### config.mk
export PLATFORM = sky130hd
export DESIGN_NAME = axis_deadzone_hysteresis_filter_unit
export DESIGN_NICKNAME = d
export VERILOG_FILES = /design/src/design/adhf_pkg.sv /design/src/design/axis_deadzone_hysteresis_filter_unit.sv /design/src/design/adhf_front.sv /design/src/design/adhf_queue.sv /design/src/design/adhf_back.sv
export SDC_FILE = /design/constraint.sdc
export NUM_CORES = 1
export LEC_CHECK = 0
export BUFFER_PORTS_ARGS = -buffer_cell sky130_fd_sc_hd__buf_2
export CAP_MARGIN = 10
export CORE_MARGIN = 2
export CORE_UTILIZATION = 50
export DETAILED_ROUTE_END_ITERATION = 7
export GPL_TIMING_DRIVEN = 0
export PLACE_DENSITY = 0.75
export SLEW_MARGIN = 20
export SYNTH_ARGS = -nofsm -noshare
export SYNTH_HDL_FRONTEND = slang
export SYNTH_SLANG_ARGS = --single-unit
### constraint.sdc
create_clock -name clk -period 28.1 [get_ports clk]
set_input_delay 1.405 -clock clk [delete_from_list [all_inputs] [get_ports clk]]
set_output_delay 1.405 -clock clk [all_outputs]
set_load 0.05 [all_outputs]
### src/design/adhf_pkg.sv
`timescale 1ns / 1ps

package adhf_pkg;

  localparam int UNIT_ONE       = 16384;
  localparam int DEADZONE_MAX   = 15565;
  localparam int STICK_AXES     = 4;
  localparam int AXIS_COUNT     = 6;
  localparam int AXIS_W         = 3;
  localparam int VALUE_W        = 16;
  localparam int MAG_W          = 15;
  localparam int DZ_W           = 15;
  localparam int THR_W          = 16;
  localparam int CFG_IDX_W      = 2;
  localparam int CFG_DATA_W     = 16;
  localparam int QUEUE_DEPTH    = 2;
  // 14 quotient bits after the leading one, 7 per cycle
  localparam int DIV_STEPS      = 7;
  localparam int DIV_CYCLES     = 2;

  localparam logic [CFG_IDX_W-1:0] CFG_DEADZONE  = 2'd0;
  localparam logic [CFG_IDX_W-1:0] CFG_THRESHOLD = 2'd1;

  typedef struct packed {
    logic [AXIS_W-1:0] axis;
    logic              neg;
    logic              divide;
    logic [MAG_W-1:0]  mag;   // magnitude, or leading quotient bit when dividing
    logic [MAG_W-1:0]  rem;   // partial remainder when dividing
    logic [MAG_W-1:0]  den;   // divisor when dividing
  } entry_t;

endpackage

### src/design/axis_deadzone_hysteresis_filter_unit.sv
`timescale 1ns / 1ps
// Channel  | Direction | Handshake            | Payload
// ---------+-----------+----------------------+-----------------------------------
// in_      | input     | in_valid / in_ready  | in_axis_index, in_raw_sample
// out_     | output    | out_valid / out_ready| out_axis_echo, out_filtered_value,
//          |           |                      | out_changed
// cfg_     | input     | cfg_valid / cfg_ready| cfg_index, cfg_data
//
// An item enters the queue at the edge that accepts it. For a stick item outside the
// deadzone the back end loads it from the queue, runs the divider (seven quotient
// bits a cycle), then publishes the result; other items go from load to publish.
// The back end takes no new item until it has published the one it holds.
// Reset (rst_n low, synchronous) clears the config and control registers, the queue
// and the per-axis history. The two-entry queue takes items while the back end stalls, until full.

module axis_deadzone_hysteresis_filter_unit import adhf_pkg::*; (
  input  logic                      clk,
  input  logic                      rst_n,
  input  logic                      in_valid,
  output logic                      in_ready,
  input  logic [AXIS_W-1:0]         in_axis_index,
  input  logic signed [VALUE_W-1:0] in_raw_sample,
  output logic                      out_valid,
  input  logic                      out_ready,
  output logic [AXIS_W-1:0]         out_axis_echo,
  output logic signed [VALUE_W-1:0] out_filtered_value,
  output logic                      out_changed,
  input  logic                      cfg_valid,
  output logic                      cfg_ready,
  input  logic [CFG_IDX_W-1:0]      cfg_index,
  input  logic [CFG_DATA_W-1:0]     cfg_data
);

  logic [DZ_W-1:0]  deadzone_r;
  logic [THR_W-1:0] threshold_r;
  logic             q_push;
  logic             q_pop;
  logic             q_full;
  logic             q_not_empty;
  entry_t           push_entry;
  entry_t           head_entry;

  // Config writes are always taken; unknown indexes drop.
  assign cfg_ready = 1'b1;

  always_ff @(posedge clk) begin
    if (!rst_n) begin
      deadzone_r  <= '0;
      threshold_r <= '0;
    end else if (cfg_valid) begin
      case (cfg_index)
        CFG_DEADZONE:  deadzone_r  <= cfg_data[DZ_W-1:0];
        CFG_THRESHOLD: threshold_r <= cfg_data[THR_W-1:0];
        default: begin
        end
      endcase
    end
  end

  // Front: clamp, apply deadzone, set up the division.
  adhf_front u_front (
    .in_valid      (in_valid),
    .in_axis_index (in_axis_index),
    .in_raw_sample (in_raw_sample),
    .deadzone      (deadzone_r),
    .q_full        (q_full),
    .in_ready      (in_ready),
    .q_push        (q_push),
    .q_entry       (push_entry)
  );

  // Hold classified items between the two sides.
  adhf_queue u_queue (
    .clk        (clk),
    .rst_n      (rst_n),
    .push       (q_push),
    .push_entry (push_entry),
    .pop        (q_pop),
    .full       (q_full),
    .not_empty  (q_not_empty),
    .head       (head_entry)
  );

  // Back: divide, restore sign, compare against history, publish.
  adhf_back u_back (
    .clk                (clk),
    .rst_n              (rst_n),
    .q_not_empty        (q_not_empty),
    .q_head             (head_entry),
    .q_pop              (q_pop),
    .threshold          (threshold_r),
    .out_ready          (out_ready),
    .out_valid          (out_valid),
    .out_axis_echo      (out_axis_echo),
    .out_filtered_value (out_filtered_value),
    .out_changed        (out_changed)
  );

endmodule

### src/design/adhf_front.sv
`timescale 1ns / 1ps

module adhf_front import adhf_pkg::*; (
  input  logic                      in_valid,
  input  logic [AXIS_W-1:0]         in_axis_index,
  input  logic signed [VALUE_W-1:0] in_raw_sample,
  input  logic [DZ_W-1:0]           deadzone,
  input  logic                      q_full,
  output logic                      in_ready,
  output logic                      q_push,
  output entry_t                    q_entry
);

  logic [VALUE_W:0] raw_ext;
  logic [VALUE_W:0] abs_raw;
  logic [MAG_W-1:0] mag;
  logic [MAG_W-1:0] dz;
  logic [MAG_W-1:0] num;
  logic [MAG_W-1:0] den;
  logic             is_stick;
  logic             lead;

  always_comb begin
    raw_ext  = {in_raw_sample[VALUE_W-1], in_raw_sample};
    abs_raw  = in_raw_sample[VALUE_W-1] ? ((VALUE_W+1)'(0) - raw_ext) : raw_ext;
    // clamp to 1.0
    mag      = (abs_raw > (VALUE_W+1)'(UNIT_ONE)) ? MAG_W'(UNIT_ONE) : abs_raw[MAG_W-1:0];
    dz       = (deadzone > DZ_W'(DEADZONE_MAX)) ? MAG_W'(DEADZONE_MAX) : deadzone;
    num      = mag - dz;
    den      = MAG_W'(UNIT_ONE) - dz;
    lead     = (num == den);
    is_stick = (in_axis_index < AXIS_W'(STICK_AXES));

    q_entry.axis   = in_axis_index;
    q_entry.neg    = in_raw_sample[VALUE_W-1];
    q_entry.divide = 1'b0;
    q_entry.mag    = mag;
    q_entry.rem    = '0;
    q_entry.den    = den;
    if (is_stick) begin
      if (mag <= dz) begin
        // inside the deadzone: drop to zero
        q_entry.neg = 1'b0;
        q_entry.mag = '0;
      end else begin
        q_entry.divide = 1'b1;
        q_entry.mag    = MAG_W'(lead);
        q_entry.rem    = lead ? '0 : num;
      end
    end
  end

  assign in_ready = !q_full;
  assign q_push   = in_valid && !q_full;

endmodule

### src/design/adhf_queue.sv
`timescale 1ns / 1ps

module adhf_queue import adhf_pkg::*; (
  input  logic   clk,
  input  logic   rst_n,
  input  logic   push,
  input  entry_t push_entry,
  input  logic   pop,
  output logic   full,
  output logic   not_empty,
  output entry_t head
);

  localparam int PTR_W = $clog2(QUEUE_DEPTH);

  entry_t             mem_r [QUEUE_DEPTH];
  logic [PTR_W-1:0]   wr_r, wr_nxt;
  logic [PTR_W-1:0]   rd_r, rd_nxt;
  logic [PTR_W:0]     cnt_r, cnt_nxt;

  always_comb begin
    wr_nxt  = wr_r;
    rd_nxt  = rd_r;
    cnt_nxt = cnt_r;
    if (push) begin
      wr_nxt = (wr_r == PTR_W'(QUEUE_DEPTH - 1)) ? '0 : wr_r + 1'b1;
    end
    if (pop) begin
      rd_nxt = (rd_r == PTR_W'(QUEUE_DEPTH - 1)) ? '0 : rd_r + 1'b1;
    end
    if (push && !pop) begin
      cnt_nxt = cnt_r + 1'b1;
    end else if (pop && !push) begin
      cnt_nxt = cnt_r - 1'b1;
    end
  end

  always_ff @(posedge clk) begin
    if (!rst_n) begin
      wr_r  <= '0;
      rd_r  <= '0;
      cnt_r <= '0;
    end else begin
      wr_r  <= wr_nxt;
      rd_r  <= rd_nxt;
      cnt_r <= cnt_nxt;
    end
  end

  always_ff @(posedge clk) begin
    if (push) begin
      mem_r[wr_r] <= push_entry;
    end
  end

  assign full      = (cnt_r == (PTR_W+1)'(QUEUE_DEPTH));
  assign not_empty = (cnt_r != '0);
  assign head      = mem_r[rd_r];

endmodule

### src/design/adhf_back.sv
`timescale 1ns / 1ps

module adhf_back import adhf_pkg::*; (
  input  logic                      clk,
  input  logic                      rst_n,
  input  logic                      q_not_empty,
  input  entry_t                    q_head,
  output logic                      q_pop,
  input  logic [THR_W-1:0]          threshold,
  input  logic                      out_ready,
  output logic                      out_valid,
  output logic [AXIS_W-1:0]         out_axis_echo,
  output logic signed [VALUE_W-1:0] out_filtered_value,
  output logic                      out_changed
);

  localparam int CNT_W = $clog2(DIV_CYCLES);

  typedef enum logic [1:0] {S_IDLE, S_DIV, S_DONE} state_t;

  state_t                    state_r, state_nxt;
  logic [CNT_W-1:0]          cnt_r, cnt_nxt;
  logic [AXIS_W-1:0]         axis_r, axis_nxt;
  logic                      neg_r, neg_nxt;
  logic [MAG_W-1:0]          q_r, q_nxt;
  logic [MAG_W-1:0]          rem_r, rem_nxt;
  logic [MAG_W-1:0]          den_r, den_nxt;
  logic signed [VALUE_W-1:0] last_r [AXIS_COUNT];
  logic                      out_valid_r, out_valid_nxt;
  logic [AXIS_W-1:0]         out_axis_r, out_axis_nxt;
  logic signed [VALUE_W-1:0] out_value_r, out_value_nxt;
  logic                      out_chg_r, out_chg_nxt;

  logic [MAG_W:0]            r2;
  logic                      ge;
  logic [MAG_W-1:0]          r_step;
  logic [MAG_W-1:0]          q_step;
  logic signed [VALUE_W-1:0] cur;
  logic signed [VALUE_W-1:0] prev;
  logic [VALUE_W:0]          diff;
  logic [VALUE_W:0]          abs_diff;
  logic                      has_state;
  logic                      chg;
  logic                      publish;

  // seven restoring steps per cycle
  always_comb begin
    r_step = rem_r;
    q_step = q_r;
    r2     = '0;
    ge     = 1'b0;
    for (int i = 0; i < DIV_STEPS; i++) begin
      r2     = {r_step, 1'b0};
      ge     = (r2 >= {1'b0, den_r});
      r_step = ge ? MAG_W'(r2 - {1'b0, den_r}) : r2[MAG_W-1:0];
      q_step = {q_step[MAG_W-2:0], ge};
    end
  end

  always_comb begin
    cur       = neg_r ? (VALUE_W'(0) - {1'b0, q_r}) : {1'b0, q_r};
    has_state = (axis_r < AXIS_W'(AXIS_COUNT));
    prev      = has_state ? last_r[axis_r] : '0;
    diff      = {cur[VALUE_W-1], cur} - {prev[VALUE_W-1], prev};
    abs_diff  = diff[VALUE_W] ? ((VALUE_W+1)'(0) - diff) : diff;
    chg       = has_state && (prev != cur) &&
                ((prev == '0) || (cur == '0) || (abs_diff >= {1'b0, threshold}));
    publish   = (state_r == S_DONE) && (!out_valid_r || out_ready);
  end

  always_comb begin
    state_nxt     = state_r;
    cnt_nxt       = cnt_r;
    axis_nxt      = axis_r;
    neg_nxt       = neg_r;
    q_nxt         = q_r;
    rem_nxt       = rem_r;
    den_nxt       = den_r;
    out_valid_nxt = out_valid_r && !out_ready;
    out_axis_nxt  = out_axis_r;
    out_value_nxt = out_value_r;
    out_chg_nxt   = out_chg_r;
    q_pop         = 1'b0;
    case (state_r)
      S_IDLE: begin
        if (q_not_empty) begin
          q_pop     = 1'b1;
          axis_nxt  = q_head.axis;
          neg_nxt   = q_head.neg;
          q_nxt     = q_head.mag;
          rem_nxt   = q_head.rem;
          den_nxt   = q_head.den;
          cnt_nxt   = '0;
          state_nxt = q_head.divide ? S_DIV : S_DONE;
        end
      end
      S_DIV: begin
        q_nxt   = q_step;
        rem_nxt = r_step;
        cnt_nxt = cnt_r + 1'b1;
        if (cnt_r == CNT_W'(DIV_CYCLES - 1)) begin
          state_nxt = S_DONE;
        end
      end
      S_DONE: begin
        if (publish) begin
          out_valid_nxt = 1'b1;
          out_axis_nxt  = axis_r;
          out_value_nxt = cur;
          out_chg_nxt   = chg;
          state_nxt     = S_IDLE;
        end
      end
      default: begin
        state_nxt = S_IDLE;
      end
    endcase
  end

  always_ff @(posedge clk) begin
    if (!rst_n) begin
      state_r     <= S_IDLE;
      cnt_r       <= '0;
      out_valid_r <= 1'b0;
    end else begin
      state_r     <= state_nxt;
      cnt_r       <= cnt_nxt;
      out_valid_r <= out_valid_nxt;
    end
    axis_r      <= axis_nxt;
    neg_r       <= neg_nxt;
    q_r         <= q_nxt;
    rem_r       <= rem_nxt;
    den_r       <= den_nxt;
    out_axis_r  <= out_axis_nxt;
    out_value_r <= out_value_nxt;
    out_chg_r   <= out_chg_nxt;
  end

  // last published value per axis, updated only on a change
  always_ff @(posedge clk) begin
    if (!rst_n) begin
      for (int i = 0; i < AXIS_COUNT; i++) begin
        last_r[i] <= '0;
      end
    end else if (publish && chg) begin
      last_r[axis_r] <= cur;
    end
  end

  assign out_valid          = out_valid_r;
  assign out_axis_echo      = out_axis_r;
  assign out_filtered_value = out_value_r;
  assign out_changed        = out_chg_r;

endmodule

==> results of run 1 <==
[metrics by stage]
stage / util / setup slack (ps)
2_1_floorplan: - / 11080
3_3_place_gp: 0.531 / 7270
3_5_place_dp: 0.534 / 6950
4_1_cts: 0.560 / 6810
5_1_grt: 0.560 / 5190
6_report: 0.560 / 6630
[critical path, delay by kind of cell (launching register included)]
family	cells	cell delay [ps]
AOI/OAI and AO/OA	44	11900
buffers and inverters	11	2990
adders and majority gates	7	2490
and+or+nand+nor	14	2290
muxes	3	960
DFF	1	530
[logic make-up after synthesis]
logic type	count (synthesis)	synth area share
xor gates and xnor gates	156	0.0599
adders and majority gates	154	0.0854
buffers and inverters	190	0.0330
muxes	162	0.0939
DFF	340	0.429
and+or+nand+nor	737	0.155
AOI/OAI and AO/OA	482	0.143
other	2	0.000329
[metal layers]
layer  vias to the layer above  GRT usage  wire (microns)
li1                       8523          -               -
met1                      8793      0.337           25400
met2                       829      0.428           28900
met3                       162     0.0427            4650
met4                         2     0.0947            2300
met5                         -          0               9
[synthesized netlist by cell type (18+ instances only)]
| master | number | share of area |
|---|---|---|
| sky130_fd_sc_hd__o211ai_1 | 18 | 0.0059 |
| sky130_fd_sc_hd__mux4_2 | 32 | 0.032 |
| sky130_fd_sc_hd__nor4_1 | 21 | 0.0058 |
| sky130_fd_sc_hd__xnor2_1 | 82 | 0.031 |
| sky130_fd_sc_hd__o21ai_0 | 87 | 0.019 |
| sky130_fd_sc_hd__nand2_1 | 200 | 0.033 |
| sky130_fd_sc_hd__inv_1 | 105 | 0.017 |
| sky130_fd_sc_hd__xor2_1 | 74 | 0.028 |
| sky130_fd_sc_hd__nor3_1 | 82 | 0.018 |
| sky130_fd_sc_hd__nor2_1 | 205 | 0.034 |
| sky130_fd_sc_hd__nand4_1 | 28 | 0.0077 |
| sky130_fd_sc_hd__edfxtp_1 | 297 | 0.39 |
| sky130_fd_sc_hd__mux2_2 | 87 | 0.043 |
| sky130_fd_sc_hd__a21o_1 | 34 | 0.011 |
| sky130_fd_sc_hd__a211oi_1 | 22 | 0.0072 |
| sky130_fd_sc_hd__o21a_1 | 33 | 0.011 |
| sky130_fd_sc_hd__or3_1 | 23 | 0.0063 |
| sky130_fd_sc_hd__dfxtp_1 | 43 | 0.038 |
| sky130_fd_sc_hd__nand2b_1 | 30 | 0.0082 |
| sky130_fd_sc_hd__nand3_1 | 37 | 0.0081 |
| sky130_fd_sc_hd__clkbuf_1 | 57 | 0.0094 |
| sky130_fd_sc_hd__ha_1 | 151 | 0.083 |
| sky130_fd_sc_hd__a31oi_1 | 19 | 0.0052 |
| sky130_fd_sc_hd__a21oi_1 | 131 | 0.029 |
| sky130_fd_sc_hd__mux2i_1 | 42 | 0.018 |
| sky130_fd_sc_hd__nor2b_1 | 36 | 0.0099 |
| sky130_fd_sc_hd__o31ai_1 | 18 | 0.0059 |
[state kept, by name, indices dropped and copies added (netlist names), 3 cells and up, named ones only]
| register | cells |
|---|---|
| deadzone_r | 15 |
| threshold_r | 16 |
| u_back.axis_r | 3 |
| u_back.den_r | 15 |
| u_back.last_r | 128 |
| u_back.out_axis_echo | 3 |
| u_back.out_filtered_value | 16 |
| u_back.q_r | 15 |
| u_back.rem_r | 15 |
| u_queue.mem_r | 100 |
[final timing paths]
kind,to,slack (ps),depth (start not counted)
worst max-delay path,u_back.rem_r[11]$_DFFE_PP_,6630,79
worst min-delay path,threshold_r[11]$_SDFFE_PN0P_,450,2
worst max register to register,u_back.rem_r[11]$_DFFE_PP_,6630,79
worst min register to register,threshold_r[11]$_SDFFE_PN0P_,450,2
[cell type report]
class                           count  area (sq um)  area share
Multi-Input combinational cell   1725         12500       0.492
Sequential cell                   340          9780       0.387
Clock buffer                       47           995      0.0393
Tap cell                          600           751      0.0297
Inverter                          109           409      0.0162
Timing Repair Buffer               66           379      0.0150
Buffer                             81           344      0.0136
Clock inverter                     19           185     0.00732
==> impl_table.tex, run 1 <==
\begin{tabular}{lr}
\hline
Metric & Value \\
\hline
\multicolumn{2}{l}{\textbf{STA}} \\
Period minus WS final & between 20000 and 25000 ps \\
Timing-limited maximum frequency & between 0.04 and 0.05 GHz \\
Final count of hold timing violations & 0 \\
Max-slew headroom & 0.256 \\
Setup repair after global routing missed its margin & false \\
Setup violators final & 0 \\
Transition time at the pin with the least slew margin & 1110 ps \\
Max-slew violations & 0 \\
Minimum hold slack & approximately 450 ps \\
Period utilisation layout & 0.764 \\
Final TNS setup & 0 ps \\
Worst-case clock skew & 23.2 ps \\
\multicolumn{2}{l}{\textbf{Cells and area}} \\
Post-route insts no fill & 2987 \\
NumNets Final & 2555 \\
Post-route standard cell area excluding fillers & 25300 sq um \\
Filler cell count in the final layout & 3784 \\
Commonest cells after routing, fill and taps aside & sky130\_fd\_sc\_hd\_\_edfxtp\_1 (297), sky130\_fd\_sc\_hd\_\_nor2\_1 (203), sky130\_fd\_sc\_hd\_\_nand2\_1 (200), sky130\_fd\_sc\_hd\_\_ha\_1 (151), sky130\_fd\_sc\_hd\_\_a21oi\_1 (131) \\
Post-synthesis to final-layout area growth & 10.9\% \\
Leading cell type in the layout, fill and taps excluded & sky130\_fd\_sc\_hd\_\_edfxtp\_1 \\
Antenna diode count & 0 \\
Share of post-route cells with drive strength above 1 & 0.128 \\
\multicolumn{2}{l}{\textbf{Logic synthesis}} \\
Syn Inst Count & roughly 2.2k \\
Number of enable-type register cells in the synthesized netlist & between 200 and 300 \\
Summed instance area of the synthesized netlist & 22800 sq um \\
Fraction of registers with async set or reset after synthesis & 0 \\
Average size of a mapped cell & 10.3 sq um \\
Sequential element share of the synthesized area & 0.429 \\
Number of synthesis warnings & 0 \\
Dominant synthesized flop cell & sky130\_fd\_sc\_hd\_\_edfxtp\_1 \\
Yosys reg bits & 340 \\
Yosys cell types & 94 \\
\multicolumn{2}{l}{\textbf{Critical path}} \\
Critical path launch point & u\_back.den\_r[0]\$\_DFFE\_PP\_ \\
Worst path max stage delay & 660 ps \\
Critical path capture point type & flip-flop \\
Classification of the worst setup path & flip-flop to flip-flop \\
Startpoint of the worst-slack reg-to-reg timing path & u\_back.den\_r[0]\$\_DFFE\_PP\_ \\
Startpoint type of the worst setup path & flip-flop \\
Largest driver fanout on the critical path & 10 \\
Critical Path Slowest Stage Cell & sky130\_fd\_sc\_hd\_\_a311oi\_1 \\
Critical Path RT & 28370 ps \\
Arrival @ worst endpoint & $\sim$22000 ps \\
\multicolumn{2}{l}{\textbf{Clocking}} \\
Total CTS buffers & 36 \\
Clock buffer depth & 3 \\
Number of H-tree levels & 2 \\
Hold-fix buffers at CTS & 0 \\
TritonCTS sink count & 340 \\
Post-CTS Repair Setup Buffers & 0 \\
Clock root cell & sky130\_fd\_sc\_hd\_\_clkbuf\_16 \\
Clock-pin transition on the worst setup and hold timing paths & about 60 ps \\
Gates resized, CTS repair & 0 \\
Latest clock arrival within the worst-skew pair & 540 ps \\
TritonCTS clock tree & done \\
\multicolumn{2}{l}{\textbf{Global route}} \\
Maximum number of pins on one net before global-route repair & roughly 50 \\
First-pass GRT wire length & 95.7 mm \\
Initial antenna violation count & 1 \\
Total Routing Usage GR & 0.257 \\
Congestion Overflow GR & 0 \\
Vias in the first global route & about 18k \\
\multicolumn{2}{l}{\textbf{Die}} \\
FP Rows & 78 \\
Ports & 65 \\
Initial cell density of the core & 0.505 \\
Core area & 45200 sq um \\
Die Height & 218 microns \\
Die X-Extent & 218 microns \\
Die outline area & 47400 sq um \\
\multicolumn{2}{l}{\textbf{Route}} \\
Pre-antenna DRT Iters & 6 \\
Drt drc & 0 \\
Mean routed wirelength per cell & 20.5 microns \\
Iteration-0 DRC Markers & 1813 \\
Antenna Nets Post-Route & 0 \\
Average via count per standard cell & 6.13 \\
Vias after detailed routing & about 18k \\
Routed WL & 61.3 mm \\
\multicolumn{2}{l}{\textbf{Hold path}} \\
Hold path startpoint & threshold\_r[11]\$\_SDFFE\_PN0P\_ \\
Worst Hold Class & flip-flop to flip-flop \\
\multicolumn{2}{l}{\textbf{Placement}} \\
Placed standard-cell area & 24100 sq um \\
Number of placed instances with taps included & between 2k and 3k \\
DP Wirelength & about 47 mm \\
Final weighted congestion of routability-driven global placement & 0.982 \\
Count of input and output buffers & 60 \\
\multicolumn{2}{l}{\textbf{Outcome}} \\
Outcome & complete, no violations \\
\multicolumn{2}{l}{\textbf{Run}} \\
Max\_cap viols & 0 \\
\hline
\end{tabular}
Power of run 1 is left out: the tool's default activity adds up to more than one toggle a clock period on the data nets, which glitch-free logic cannot reach.
==> inputs of run 2 (changes only) <==
ABC_AREA = 1   (was unset)
PLACE_DENSITY = 0.78   (was 0.75)
clock period = 17.3 ns   (was 28.1 ns; I/O delays follow)
==> run 2 against run 1 <==
Hold slack better by 11 ps. Sequential share of layout area down 0.74 points. Routed wire length up 4.0%. Critical endpoint is now u_back.rem_r[12]$_DFFE_PP_. Critical path type unchanged. Highest routed layer is now met4. First-iteration DRC count up 13%.
==> impl_table.tex, run 2 <==
\begin{tabular}{lr}
\hline
Metric & Value \\
\hline
\multicolumn{2}{l}{\textbf{Logic synthesis}} \\
Fraction of registers with async set or reset after synthesis & 0 \\
Synth top area cells & sky130\_fd\_sc\_hd\_\_edfxtp\_1 (38\%), sky130\_fd\_sc\_hd\_\_nand2\_1 (10\%), sky130\_fd\_sc\_hd\_\_ha\_1 (8.1\%) \\
Average size of a mapped cell & 7.99 sq um \\
Post-synthesis cell type with the largest combined area & sky130\_fd\_sc\_hd\_\_edfxtp\_1 \\
Dominant synthesized flop cell & sky130\_fd\_sc\_hd\_\_edfxtp\_1 \\
Area share of the largest cell type after synthesis & 0.383 \\
Yosys cell types & 55 \\
Yosys reg bits & between 300 and 400 \\
Sequential element share of the synthesized area & 0.420 \\
Most common library cells after synthesis & sky130\_fd\_sc\_hd\_\_nand2\_1 (629), sky130\_fd\_sc\_hd\_\_inv\_1 (375), sky130\_fd\_sc\_hd\_\_nor2\_1 (360), sky130\_fd\_sc\_hd\_\_edfxtp\_1 (297), sky130\_fd\_sc\_hd\_\_o21ai\_0 (193) \\
Syn Inst Count & 2914 \\
Summed instance area of the synthesized netlist & about 23000 sq um \\
Most frequently used cell type in the post-synthesis netlist & sky130\_fd\_sc\_hd\_\_nand2\_1 \\
Number of synthesis warnings & 0 \\
Number of enable-type register cells in the synthesized netlist & approximately 300 \\
\multicolumn{2}{l}{\textbf{Global route}} \\
Initial antenna violation count & 0 \\
Congestion Overflow GR & 0 \\
Total Routing Usage GR & 0.262 \\
Vias in the first global route & between 15k and 20k \\
Maximum number of pins on one net before global-route repair & 28 \\
First-pass GRT wire length & 99.5 mm \\
\multicolumn{2}{l}{\textbf{Cells and area}} \\
NumNets Final & 3248 \\
Post-synthesis to final-layout area growth & 10.8\% \\
Largest register FFs & 128 \\
Finished Core Util & 0.557 \\
Commonest cells after routing, fill and taps aside & sky130\_fd\_sc\_hd\_\_nand2\_1 (629), sky130\_fd\_sc\_hd\_\_inv\_1 (375), sky130\_fd\_sc\_hd\_\_nor2\_1 (355), sky130\_fd\_sc\_hd\_\_edfxtp\_1 (297), sky130\_fd\_sc\_hd\_\_o21ai\_0 (182) \\
Antenna diode count & 0 \\
Biggest register & u\_back.last\_r \\
Leading cell type in the layout, fill and taps excluded & sky130\_fd\_sc\_hd\_\_nand2\_1 \\
Leading registers by flop count & u\_back.last\_r x128, u\_queue.mem\_r x100 \\
Share of post-route cells with drive strength above 1 & 0.0673 \\
Post-route standard cell area excluding fillers & 25800 sq um \\
Post-route insts no fill & 3684 \\
\multicolumn{2}{l}{\textbf{Placement}} \\
Count of input and output buffers & 62 \\
Placed standard-cell area & 24600 sq um \\
Number of placed instances with taps included & 3621 \\
Final weighted congestion of routability-driven global placement & just under 1 \\
DP Wirelength & 47.6 mm \\
\multicolumn{2}{l}{\textbf{Die}} \\
Die Height & 220 microns \\
Die outline area & between 40000 and 50000 sq um \\
Ports & 65 \\
Core area & approximately 46000 sq um \\
Die X-Extent & 220 microns \\
FP Rows & 79 \\
Initial cell density of the core & 0.503 \\
\multicolumn{2}{l}{\textbf{STA}} \\
Final TNS setup & 0 ps \\
Final count of hold timing violations & 0 \\
Max-slew headroom & 0.333 \\
Setup repair after global routing missed its margin & false \\
Worst-case clock skew & between 20 and 30 ps \\
Period utilisation layout & 0.920 \\
Transition time at the pin with the least slew margin & 997 ps \\
Period minus WS final & around 16000 ps \\
Max-slew violations & 0 \\
Setup violators final & 0 \\
Timing-limited maximum frequency & 0.0628 GHz \\
\multicolumn{2}{l}{\textbf{Clocking}} \\
Clock-pin transition on the worst setup and hold timing paths & 60 ps \\
TritonCTS clock tree & done \\
Total CTS buffers & 36 \\
Number of H-tree levels & 2 \\
Clock buffer depth & 3 \\
TritonCTS sink count & 340 \\
Hold-fix buffers at CTS & 0 \\
Clock root cell & sky130\_fd\_sc\_hd\_\_clkbuf\_16 \\
Latest clock arrival within the worst-skew pair & 530 ps \\
\multicolumn{2}{l}{\textbf{Critical path}} \\
Arrival @ worst endpoint & 16180 ps \\
Critical Path RT & 17560 ps \\
Critical Path Slowest Stage Cell & sky130\_fd\_sc\_hd\_\_fa\_1 \\
Critical path capture point type & flip-flop \\
Startpoint of the worst-slack reg-to-reg timing path & u\_back.den\_r[0]\$\_DFFE\_PP\_ \\
Crit-path most repeated cell & sky130\_fd\_sc\_hd\_\_nand2\_1 \\
Classification of the worst setup path & flip-flop to flip-flop \\
Worst setup path endpoint & u\_back.rem\_r[12]\$\_DFFE\_PP\_ \\
Startpoint type of the worst setup path & flip-flop \\
Worst path max stage delay & approximately 520 ps \\
Slack of the worst reg-to-reg path & 1380 ps \\
Largest driver fanout on the critical path & 11 \\
Path depth of the worst reg2reg path & just over 90 \\
Worst R2R End & u\_back.rem\_r[12]\$\_DFFE\_PP\_ \\
Critical path launch point & u\_back.den\_r[0]\$\_DFFE\_PP\_ \\
\multicolumn{2}{l}{\textbf{Route}} \\
Vias after detailed routing & 20.7k \\
Drt drc & 0 \\
Average via count per standard cell & 5.61 \\
Iteration-0 DRC Markers & approximately 2k \\
Pre-antenna DRT Iters & 6 \\
Mean routed wirelength per cell & roughly 17 microns \\
Antenna Nets Post-Route & 0 \\
Routed WL & 63.8 mm \\
\multicolumn{2}{l}{\textbf{Outcome}} \\
Outcome & complete, no violations \\
\multicolumn{2}{l}{\textbf{Hold path}} \\
Worst Hold Class & flip-flop to flip-flop \\
Hold path startpoint & threshold\_r[0]\$\_SDFFE\_PN0P\_ \\
\multicolumn{2}{l}{\textbf{Run}} \\
Max\_cap viols & 0 \\
\hline
\end{tabular}
## run 2: cell count changes after synthesis, moves of 32 or more
cell	previous run	this run
sky130_fd_sc_hd__nor2_1	205	360
sky130_fd_sc_hd__a21oi_1	131	180
sky130_fd_sc_hd__xnor2_1	82	44
sky130_fd_sc_hd__nand3_1	37	142
sky130_fd_sc_hd__xor2_1	74	115
sky130_fd_sc_hd__mux2i_1	42	0
sky130_fd_sc_hd__mux2_2	87	0
sky130_fd_sc_hd__nor2b_1	36	0
sky130_fd_sc_hd__inv_1	105	375
sky130_fd_sc_hd__nor3_1	82	47
sky130_fd_sc_hd__mux4_2	32	0
sky130_fd_sc_hd__o21ai_0	87	193
sky130_fd_sc_hd__nand2_1	200	629
## run 2: logic make-up (layout without fill, tap and decap cells)
kind of cell / after synthesis / after routing / synth area share
xor+xnor: 159 / 159 / 0.0598
buf+inv: 469 / 600 / 0.0794
fa+ha+maj: 154 / 154 / 0.0837
simple gates: 1280 / 1280 / 0.233
flops: 340 / 340 / 0.420
compound gates: 510 / 510 / 0.124
other cells: 2 / 34 / 0.000323
## run 2: how the worst min path moves through the flow
| stage | endpoint | slack (ps) | depth (start not counted) |
|---|---|---|---|
| 3_3_place_gp | flip-flop | 440 | 1 |
| 4_1_cts | threshold_r[0]$_SDFFE_PN0P_ | 470 | 2 |
| 2_1_floorplan | flip-flop | 430 | 1 |
| 5_1_grt | threshold_r[12]$_SDFFE_PN0P_ | 490 | 2 |
| 3_5_place_dp | flip-flop | 450 | 1 |
| 6_report | threshold_r[0]$_SDFFE_PN0P_ | 470 | 2 |
## run 2: metrics by stage
stage / hold WS [ps] / setup WS [ps]
final: 466 / 1380
after global routing: 486 / 71.4
after CTS: 465 / 697
after detailed placement: 452 / 741
after global placement: 436 / 1080
after floorplan: 426 / 3980
## run 2: area by class of cell
cell class | count | area (sq um)
Timing Repair Buffer | 68 | 430
Sequential cell | 340 | 9780
Inverter | 383 | 1440
Buffer | 86 | 415
Clock inverter | 12 | 90.1
Fill cell | 4241 | 20500
Clock buffer | 51 | 1050
Multi-Input combinational cell | 2137 | 11800
Tap cell | 607 | 759
## run 2: repair_timing
action	CTS	global route
buffers inserted	0	0
resized for setup	0	23
setup endpoints to repair	0	16
## run 2: critical path, delay by kind of cell (launching register included)
| kind | cells | cell delay, ps |
|---|---|---|
| buf+inv | 20 | 2750 |
| compound gates | 28 | 5420 |
| simple gates | 37 | 4600 |
| fa+ha+maj | 7 | 2370 |
| flops | 1 | 320 |
| xor+xnor | 1 | 170 |
## run 2: layer usage
layer / wire [microns] / up-vias / global-route usage
met1: 26900 / 9518 / 0.359
met5: 0 / - / 0
met4: 2120 / 0 / 0.0868
li1: - / 10000 / -
met3: 5670 / 162 / 0.0396
met2: 29100 / 943 / 0.427
Power of run 2 is left out for the same reason.
